File: src/hdl/dfrs_pkg.sv
// Shared types, command and result codes for the frame ring DMA sequencer.
package dfrs_pkg;

	// Ring geometry
	localparam int MAX_SLOTS = 256;
	localparam int SLOT_W    = 9;
	localparam int IDX_W     = 8;

	// Command kinds carried in the input tuser
	localparam logic [2:0] ACT_START     = 3'd0;
	localparam logic [2:0] ACT_STATUS    = 3'd1;
	localparam logic [2:0] ACT_TIMEOUT   = 3'd2;
	localparam logic [2:0] ACT_RESET_IDX = 3'd3;
	localparam logic [2:0] ACT_RESET_DMA = 3'd4;

	// Result codes
	localparam logic [2:0] RC_OK      = 3'd0;
	localparam logic [2:0] RC_INVALID = 3'd1;
	localparam logic [2:0] RC_BUSY    = 3'd2;
	localparam logic [2:0] RC_IO      = 3'd3;
	localparam logic [2:0] RC_TIMEOUT = 3'd4;
	localparam logic [2:0] RC_WAIT    = 3'd5;

	// DMA status bits
	localparam logic [31:0] ST_IDLE     = 32'h0000_0002;
	localparam logic [31:0] ST_ERR_BITS = 32'h0000_0070;
	localparam logic [31:0] ST_IOC      = 32'h0000_1000;

	// Status clear patterns
	localparam logic [14:0] CLR_NONE = 15'h0000;
	localparam logic [14:0] CLR_KICK = 15'h7000;
	localparam logic [14:0] CLR_ACK  = 15'h1000;
	localparam logic [14:0] CLR_ERR  = 15'h4000;

	// Configuration register indexes
	localparam logic [1:0] REG_BASE   = 2'd0;
	localparam logic [1:0] REG_LENGTH = 2'd1;
	localparam logic [1:0] REG_SLOTS  = 2'd2;

	// Configuration reset values
	localparam logic [31:0]       BASE_RST   = 32'h0000_0000;
	localparam logic [31:0]       LENGTH_RST = 32'h0200_0000;
	localparam logic [SLOT_W-1:0] SLOTS_RST  = 9'd2;

	typedef struct packed {
		logic [31:0]       base;
		logic [31:0]       length;
		logic [SLOT_W-1:0] slots;
	} cfg_t;

	// Input word: frame_count in the low bits, padded to 48 bits
	typedef struct packed {
		logic [6:0]        pad;
		logic [31:0]       status_word;
		logic [SLOT_W-1:0] frame_count;
	} in_word_t;

	typedef struct packed {
		logic [2:0] action;
		in_word_t   data;
	} cmd_t;

	// Result word: result_code in the low bits, padded to 168 bits
	typedef struct packed {
		logic [2:0]        pad;
		logic [31:0]       last_kick_address;
		logic [31:0]       last_status;
		logic [SLOT_W-1:0] frames_pending;
		logic [IDX_W-1:0]  producer_index;
		logic              reset_request;
		logic [14:0]       status_clear_bits;
		logic [31:0]       kick_length;
		logic [31:0]       kick_address;
		logic              kick_valid;
		logic [2:0]        result_code;
	} res_t;

endpackage

File: src/hdl/dfrs_core.sv
// Sequencer state and the per-command step logic.
module dfrs_core
	import dfrs_pkg::*;
(
	input  logic clk,
	input  logic arst_n,
	input  logic step_en,
	input  logic wrap_load,
	output logic wrap_busy,
	input  cmd_t cmd,
	input  cfg_t cfg,
	output res_t res
);

	logic [IDX_W-1:0]  slot_index_q;
	logic [SLOT_W-1:0] pending_q;
	logic [31:0]       seen_status_q;
	logic [31:0]       kicked_q;

	logic [IDX_W-1:0]  slot_index_n;
	logic [SLOT_W-1:0] pending_n;
	logic [31:0]       seen_status_n;
	logic [31:0]       kicked_n;

	logic [SLOT_W-1:0] eff_slots;
	logic [SLOT_W-1:0] pending_dec;
	logic [IDX_W-1:0]  launch_index;
	logic [39:0]       product;
	logic [31:0]       launch_addr;
	logic              kick;
	logic [2:0]        rc;
	logic [14:0]       clr;
	logic              reset_req;
	logic              idx_moved;

	// Wrapped successor of the slot index, kept ready for the next completion
	logic [IDX_W-1:0]  next_idx_q;
	logic [IDX_W-1:0]  next_idx_n;
	logic [SLOT_W-1:0] moved_inc;
	logic              wrap_busy_q;
	logic [3:0]        wrap_bit_q;
	logic [SLOT_W:0]   wrap_rem_q;
	logic [SLOT_W-1:0] wrap_num;
	logic [SLOT_W:0]   wrap_shift;
	logic [SLOT_W:0]   wrap_rem_n;

	// Slot count of zero acts as one, above the ring maximum it saturates
	always_comb begin
		if (cfg.slots == '0) begin
			eff_slots = SLOT_W'(1);
		end else if (cfg.slots > SLOT_W'(MAX_SLOTS)) begin
			eff_slots = SLOT_W'(MAX_SLOTS);
		end else begin
			eff_slots = cfg.slots;
		end
	end

	assign pending_dec = pending_q - SLOT_W'(1);

	// Destination address of a kick
	assign product     = {8'b0, cfg.length} * {32'b0, launch_index};
	assign launch_addr = cfg.base + product[31:0];

	// Command decode and next state
	always_comb begin
		rc            = RC_OK;
		kick          = 1'b0;
		clr           = CLR_NONE;
		reset_req     = 1'b0;
		idx_moved     = 1'b0;
		launch_index  = slot_index_q;
		slot_index_n  = slot_index_q;
		pending_n     = pending_q;
		seen_status_n = seen_status_q;
		unique case (cmd.action)
			ACT_START: begin
				if (cmd.data.frame_count == '0 || cmd.data.frame_count > eff_slots) begin
					rc = RC_INVALID;
				end else if (pending_q != '0) begin
					rc = RC_BUSY;
				end else if (cfg.length[1:0] != 2'b00) begin
					rc = RC_INVALID;
				end else begin
					pending_n = cmd.data.frame_count;
					kick      = 1'b1;
				end
			end
			ACT_STATUS: begin
				if (pending_q != '0) begin
					seen_status_n = cmd.data.status_word;
					if ((cmd.data.status_word & ST_ERR_BITS) != '0) begin
						clr       = CLR_ERR;
						reset_req = 1'b1;
						pending_n = '0;
						rc        = RC_IO;
					end else if ((cmd.data.status_word & ST_IDLE) != '0 &&
						(cmd.data.status_word & ST_IOC) != '0) begin
						// frame done: advance ring, kick next if any remain
						slot_index_n = next_idx_q;
						idx_moved    = 1'b1;
						pending_n    = pending_dec;
						if (pending_dec != '0) begin
							launch_index = next_idx_q;
							kick         = 1'b1;
							rc           = RC_WAIT;
						end else begin
							clr = CLR_ACK;
						end
					end else begin
						rc = RC_WAIT;
					end
				end
			end
			ACT_TIMEOUT: begin
				if (pending_q != '0) begin
					reset_req = 1'b1;
					pending_n = '0;
					rc        = RC_TIMEOUT;
				end
			end
			ACT_RESET_IDX: begin
				slot_index_n = '0;
				idx_moved    = 1'b1;
			end
			ACT_RESET_DMA: begin
				reset_req = 1'b1;
			end
			default: begin
				rc = RC_INVALID;
			end
		endcase
		if (kick) begin
			clr = CLR_KICK;
		end
	end

	assign kicked_n = kick ? launch_addr : kicked_q;

	// A freshly moved index is always below the slot count: wrap is one compare
	assign moved_inc  = {1'b0, slot_index_n} + SLOT_W'(1);
	assign next_idx_n = (moved_inc == eff_slots) ? '0 : moved_inc[IDX_W-1:0];

	// Restoring remainder, one dividend bit per cycle, for a possibly stale index
	assign wrap_num   = {1'b0, slot_index_q} + SLOT_W'(1);
	assign wrap_shift = {wrap_rem_q[SLOT_W-1:0], wrap_num[wrap_bit_q]};
	assign wrap_rem_n = (wrap_shift >= {1'b0, eff_slots}) ?
		wrap_shift - {1'b0, eff_slots} : wrap_shift;

	// Successor index: rebuilt after reset and slot count writes, else kept current
	always_ff @(posedge clk or negedge arst_n) begin
		if (!arst_n) begin
			next_idx_q  <= '0;
			wrap_busy_q <= 1'b1;
			wrap_bit_q  <= 4'(SLOT_W - 1);
			wrap_rem_q  <= '0;
		end else if (wrap_load) begin
			wrap_busy_q <= 1'b1;
			wrap_bit_q  <= 4'(SLOT_W - 1);
			wrap_rem_q  <= '0;
		end else if (wrap_busy_q) begin
			wrap_rem_q <= wrap_rem_n;
			wrap_bit_q <= wrap_bit_q - 4'd1;
			if (wrap_bit_q == '0) begin
				wrap_busy_q <= 1'b0;
				next_idx_q  <= wrap_rem_n[IDX_W-1:0];
			end
		end else if (step_en && idx_moved) begin
			next_idx_q <= next_idx_n;
		end
	end

	assign wrap_busy = wrap_busy_q;

	// State registers
	always_ff @(posedge clk or negedge arst_n) begin
		if (!arst_n) begin
			slot_index_q  <= '0;
			pending_q     <= '0;
			seen_status_q <= '0;
			kicked_q      <= '0;
		end else if (step_en) begin
			slot_index_q  <= slot_index_n;
			pending_q     <= pending_n;
			seen_status_q <= seen_status_n;
			kicked_q      <= kicked_n;
		end
	end

	// Result word
	always_comb begin
		res                   = '0;
		res.result_code       = rc;
		res.kick_valid        = kick;
		res.kick_address      = kick ? launch_addr : 32'h0;
		res.kick_length       = kick ? cfg.length : 32'h0;
		res.status_clear_bits = clr;
		res.reset_request     = reset_req;
		res.producer_index    = slot_index_n;
		res.frames_pending    = pending_n;
		res.last_status       = seen_status_n;
		res.last_kick_address = kicked_n;
	end

endmodule

File: src/hdl/dma_frame_ring_sequencer_top.sv
// Top level: config registers, input stage, sequencer core and result register.
// Each input word is taken into the input register, stepped, and presented from the result register.
// Throughput: one word per cycle while no index rebuild stalls the step; input register,
// combinational step logic (8x32 address multiply, add) and result register flow under
// backpressure. Stalls: after reset and after each slot count write the step waits
// while the wrapped next index is rebuilt one bit per cycle.
// Reset: config registers to defaults, ring state to zero, both stages empty.
module dma_frame_ring_sequencer_top
	import dfrs_pkg::*;
(
	input  logic         clk,
	input  logic         arst_n,
	// config write port
	input  logic         cfg_we,
	input  logic [1:0]   cfg_index,
	input  logic [31:0]  cfg_wdata,
	// command stream
	input  logic         s_axis_tvalid,
	output logic         s_axis_tready,
	input  logic [47:0]  s_axis_tdata,  // frame_count[8:0], status_word[40:9]
	input  logic [2:0]   s_axis_tuser,  // action[2:0]
	// result stream
	output logic         m_axis_tvalid,
	input  logic         m_axis_tready,
	// result_code[2:0], kick_valid[3], kick_address[35:4], kick_length[67:36],
	// status_clear_bits[82:68], reset_request[83], producer_index[91:84],
	// frames_pending[100:92], last_status[132:101], last_kick_address[164:133]
	output logic [167:0] m_axis_tdata
);

	cfg_t cfg_q;
	logic valid_s1;
	cmd_t cmd_s1;
	logic out_valid_q;
	res_t out_q;
	res_t step_res;
	logic advance;
	logic wrap_load;
	logic wrap_busy;

	// Configuration registers
	always_ff @(posedge clk or negedge arst_n) begin
		if (!arst_n) begin
			cfg_q.base   <= BASE_RST;
			cfg_q.length <= LENGTH_RST;
			cfg_q.slots  <= SLOTS_RST;
		end else if (cfg_we) begin
			unique case (cfg_index)
				REG_BASE:   cfg_q.base   <= cfg_wdata;
				REG_LENGTH: cfg_q.length <= cfg_wdata;
				REG_SLOTS:  cfg_q.slots  <= cfg_wdata[SLOT_W-1:0];
				default: ;
			endcase
		end
	end

	assign wrap_load = cfg_we && (cfg_index == REG_SLOTS);

	// Stage 1 moves on when no index rebuild is running and the result register is free or being drained
	assign advance       = valid_s1 && !wrap_busy && (!out_valid_q || m_axis_tready);
	assign s_axis_tready = !valid_s1 || advance;

	always_ff @(posedge clk or negedge arst_n) begin
		if (!arst_n) begin
			valid_s1 <= 1'b0;
		end else if (s_axis_tvalid && s_axis_tready) begin
			valid_s1 <= 1'b1;
		end else if (advance) begin
			valid_s1 <= 1'b0;
		end
	end

	always_ff @(posedge clk) begin
		if (s_axis_tvalid && s_axis_tready) begin
			cmd_s1 <= {s_axis_tuser, s_axis_tdata};
		end
	end

	dfrs_core u_core (
		.clk       (clk),
		.arst_n    (arst_n),
		.step_en   (advance),
		.wrap_load (wrap_load),
		.wrap_busy (wrap_busy),
		.cmd       (cmd_s1),
		.cfg       (cfg_q),
		.res       (step_res)
	);

	// Result register
	always_ff @(posedge clk or negedge arst_n) begin
		if (!arst_n) begin
			out_valid_q <= 1'b0;
		end else if (advance) begin
			out_valid_q <= 1'b1;
		end else if (m_axis_tready) begin
			out_valid_q <= 1'b0;
		end
	end

	always_ff @(posedge clk) begin
		if (advance) begin
			out_q <= step_res;
		end
	end

	assign m_axis_tvalid = out_valid_q;
	assign m_axis_tdata  = out_q;

endmodule

File: config.mk
export PLATFORM = sky130hd
export DESIGN_NAME = dma_frame_ring_sequencer_top
export DESIGN_NICKNAME = d
export VERILOG_FILES = /design/src/hdl/dfrs_pkg.sv /design/src/hdl/dfrs_core.sv /design/src/hdl/dma_frame_ring_sequencer_top.sv
export SDC_FILE = /design/constraint.sdc
export NUM_CORES = 1
export LEC_CHECK = 0
export ABC_AREA = 1
export ABC_CLOCK_PERIOD_IN_PS = 9500
export BUFFER_PORTS_ARGS = -buffer_cell sky130_fd_sc_hd__buf_2
export CAP_MARGIN = 25
export CORE_UTILIZATION = 35
export DETAILED_ROUTE_END_ITERATION = 6
export SLEW_MARGIN = 0
export SYNTH_ARGS = -nofsm -noshare
export SYNTH_HDL_FRONTEND = slang
export SYNTH_SLANG_ARGS = --single-unit
File: constraint.sdc
create_clock -name clk -period 9.5 [get_ports clk]
set_input_delay 1.425 -clock clk [delete_from_list [all_inputs] [get_ports clk]]
set_output_delay 1.425 -clock clk [all_outputs]
set_load 0.02 [all_outputs]
==> reports/metrics.cfg <==
[sta]
worstMarginPinSlew_ns=1.00
fin_crit_sh=0.824
min_period_ns=7.83
slew_viol_final=0
setup_tns_ns=0
fmax_mhz=128
hold_viol_final=0
finClkSkew_ns=0.0547
post-route-worst-setup-slack_ns=1.67
rsz0062_at_grt=no
setup_viol=0
slew_headroom=0.331

[drt]
postRouteAntennaNets=0
initialDrtViolationCount=1333
num_vias=17300
first_pass_iters=5
top_layer_used=met5
drc_errors=0
wl_met2_mm=27.6
routed_wl_mm=58.6
met1Wirelength_mm=26.5
wl_met3_mm=3.29
viasPerCell=4.69
drt-wirelength-per-cell_um=15.9

[placed_design]
place_congestion=0.899
dp_hpwl_mm=44.3
pre_cts_ws_ns=1.81
port_buffers=237

[synth]
synth_ff_type=edfxtp_1
synth_top_area_share=0.254
synthTopCellsByArea=edfxtp_1, dfrtp_1, fa_1
async_flop_share=0.475
syn_area_per_cell_um2=9.14
synth.distinct_cells=53
ys_seq_area_frac=0.445
netlist_instances=2553
synth_area_um2=23300
yosysWarnings=0
yosysTopAreaCell=edfxtp_1
yosys_register_bits=375
synth_edf_count=197

[worst_setup_path]
path_class=reg2reg
cp.depth=29
worstPathBufferInverterCount=5
critical-path-top-delay-family=adder cells
end_kind=flip-flop
crit_slowest_cell=o21ai_0
crit_arrival_ns=8.08
crit_path_max_fanout=18
worst-endpoint-required_ns=9.75
max_stage_delay_ns=0.66
crit_path_start_kind=flip-flop
worstRegToRegCells=29
cp_common_cell=nand2_1

[die]
io_pins=260
die_area_um2=67700
coreArea_um2=65900
initial_core_util=0.354
rows=94
die_w_um=260
die_h_um=260

[final_layout]
syn2layout_area_growth_pct=15.5
final_common_cell=nand2_1
nNetsFinal=3124
multiInputGateArea_um2=10700
register_area_um2=10400
antenna_cells=0
drive_gt1_frac=0.132
layout_common_cells=nand2_1, inv_1, nor2_1
nFillCells=6570

[global_routing]
overflow=0
grt_antenna_before_repair=1
grt_usage=0.175
grt_pass1_wl_mm=92.3
grt_pass1_vias=16600
grt_max_degree=157

[status]
status=complete, no violations

[power]
p_total_mw=8.93
p_leak_nw=12.9
ir_drop_uv=155
powerDensity_nw_per_um2=331

[cts]
insertion_delay_ns=0.60
path_clk_slew_ns=0.06
cts_tree=yes
cts_sinks=375
post_cts_buffers=0
numCtsBuffers=44
cts-root-buf=clkbuf_16
cts_hold_buf=0
cts_resized=0
cts_buffer_depth=3
htree_num_levels=2

[hold_path]
hold_path_class=reg2reg
whs_path_depth=2

[flow_run]
max_cap_violations=0

==> worst register-to-register path: cells and delay by family (launching register included) <==
kind | cells | cell delay, ns
AND/OR/NAND/NOR | 15 | 2.63
buffers and inverters | 5 | 0.76
adder cells (fa/ha/maj) | 6 | 2.73
XOR/XNOR | 1 | 0.21
AO/OA/AOI/OAI | 2 | 0.79
flip-flops | 1 | 0.40
==> cells in the mapped netlist, types with 6 or more instances <==
| cell type | number |
|---|---|
| o211ai_1 | 7 |
| ha_1 | 65 |
| a21oi_1 | 83 |
| edfxtp_1 | 197 |
| xor2_1 | 22 |
| nand2_1 | 513 |
| inv_2 | 8 |
| nor3_1 | 13 |
| nand3_1 | 60 |
| fa_1 | 187 |
| nor4_1 | 6 |
| xnor2_1 | 15 |
| buf_4 | 15 |
| inv_1 | 500 |
| dfrtp_1 | 174 |
| buf_1 | 9 |
| nor2_1 | 273 |
| clkbuf_1 | 59 |
| o21ai_0 | 248 |
| nand4_1 | 12 |
==> worst paths after layout <==
kind,start,endpoint,slack [ns]
setup / recovery,u_core.pending_q[0],m_axis_tdata[160],1.67
min in group asynchronous,arst_n,cfg_q[56],0.83
hold / removal,cfg_q[47],cfg_q[47],0.48
max in group asynchronous,arst_n,u_core.seen_status_q[13],7.39
setup reg to reg,u_core.pending_q[0],m_axis_tdata[160],1.67
hold reg to reg,cfg_q[47],cfg_q[47],0.48
==> metal layers <==
metal / up-vias / GRT usage
met2: 495 / 0.289
met5: - / 0
met1: 8281 / 0.240
met4: 2 / 0.0424
li1: 8396 / -
met3: 85 / 0.0293
==> state kept, by name (all words and copies together) (netlist names) <==
| register | count |
|---|---|
| u_core.kicked_q | 32 |
| valid_s1 | 1 |
| m_axis_tvalid | 1 |
| cmd_s1 | 44 |
| u_core.wrap_busy | 1 |
| u_core.wrap_rem_q | 9 |
| u_core.next_idx_q | 8 |
| u_core.slot_index_q | 8 |
| u_core.wrap_bit_q | 4 |
| m_axis_tdata | 153 |
| cfg_q | 73 |
| u_core.pending_q | 9 |
| u_core.seen_status_q | 32 |
==> kinds of logic (layout without fill, tap and decap cells) <==
logic type               Yosys count  after routing  synth area share
AND/OR/NAND/NOR                  900            900             0.156
buffers and inverters            601            852            0.0994
AO/OA/AOI/OAI                    387            387            0.0904
flip-flops                       375            375             0.445
adder cells (fa/ha/maj)          252            252             0.195
XOR/XNOR                          37             37            0.0139
other                              1             15          0.000161
==> cell type report <==
type | count | area share
inverter | 513 | 0.0718
tap | 864 | 0.0401
clock buffer | 54 | 0.0438
sequential | 375 | 0.385
clock inverter | 28 | 0.0121
timing repair buffer | 257 | 0.0499
multi-input combinational | 1591 | 0.397
==> where the power goes <==
part / leakage, nW / internal (mW) / switching, mW
Combinational: 8.04 / 1.48 / 3.14
Clock: 0.734 / 1.01 / 0.731
Sequential: 4.14 / 2.33 / 0.241
==> per-stage QoR <==
stage,instance area [um2],utilization,hold slack (ns),instances
after global routing,26900,0.409,0.503,3682
after floorplan,23400,-,0.449,2567
after global placement,25400,0.386,0.462,3600
final,26900,0.409,0.481,3682
after detailed placement,25400,0.386,0.466,3600
after CTS,26900,0.409,0.483,3682
Note: power is estimated with default switching activity, not from simulation.
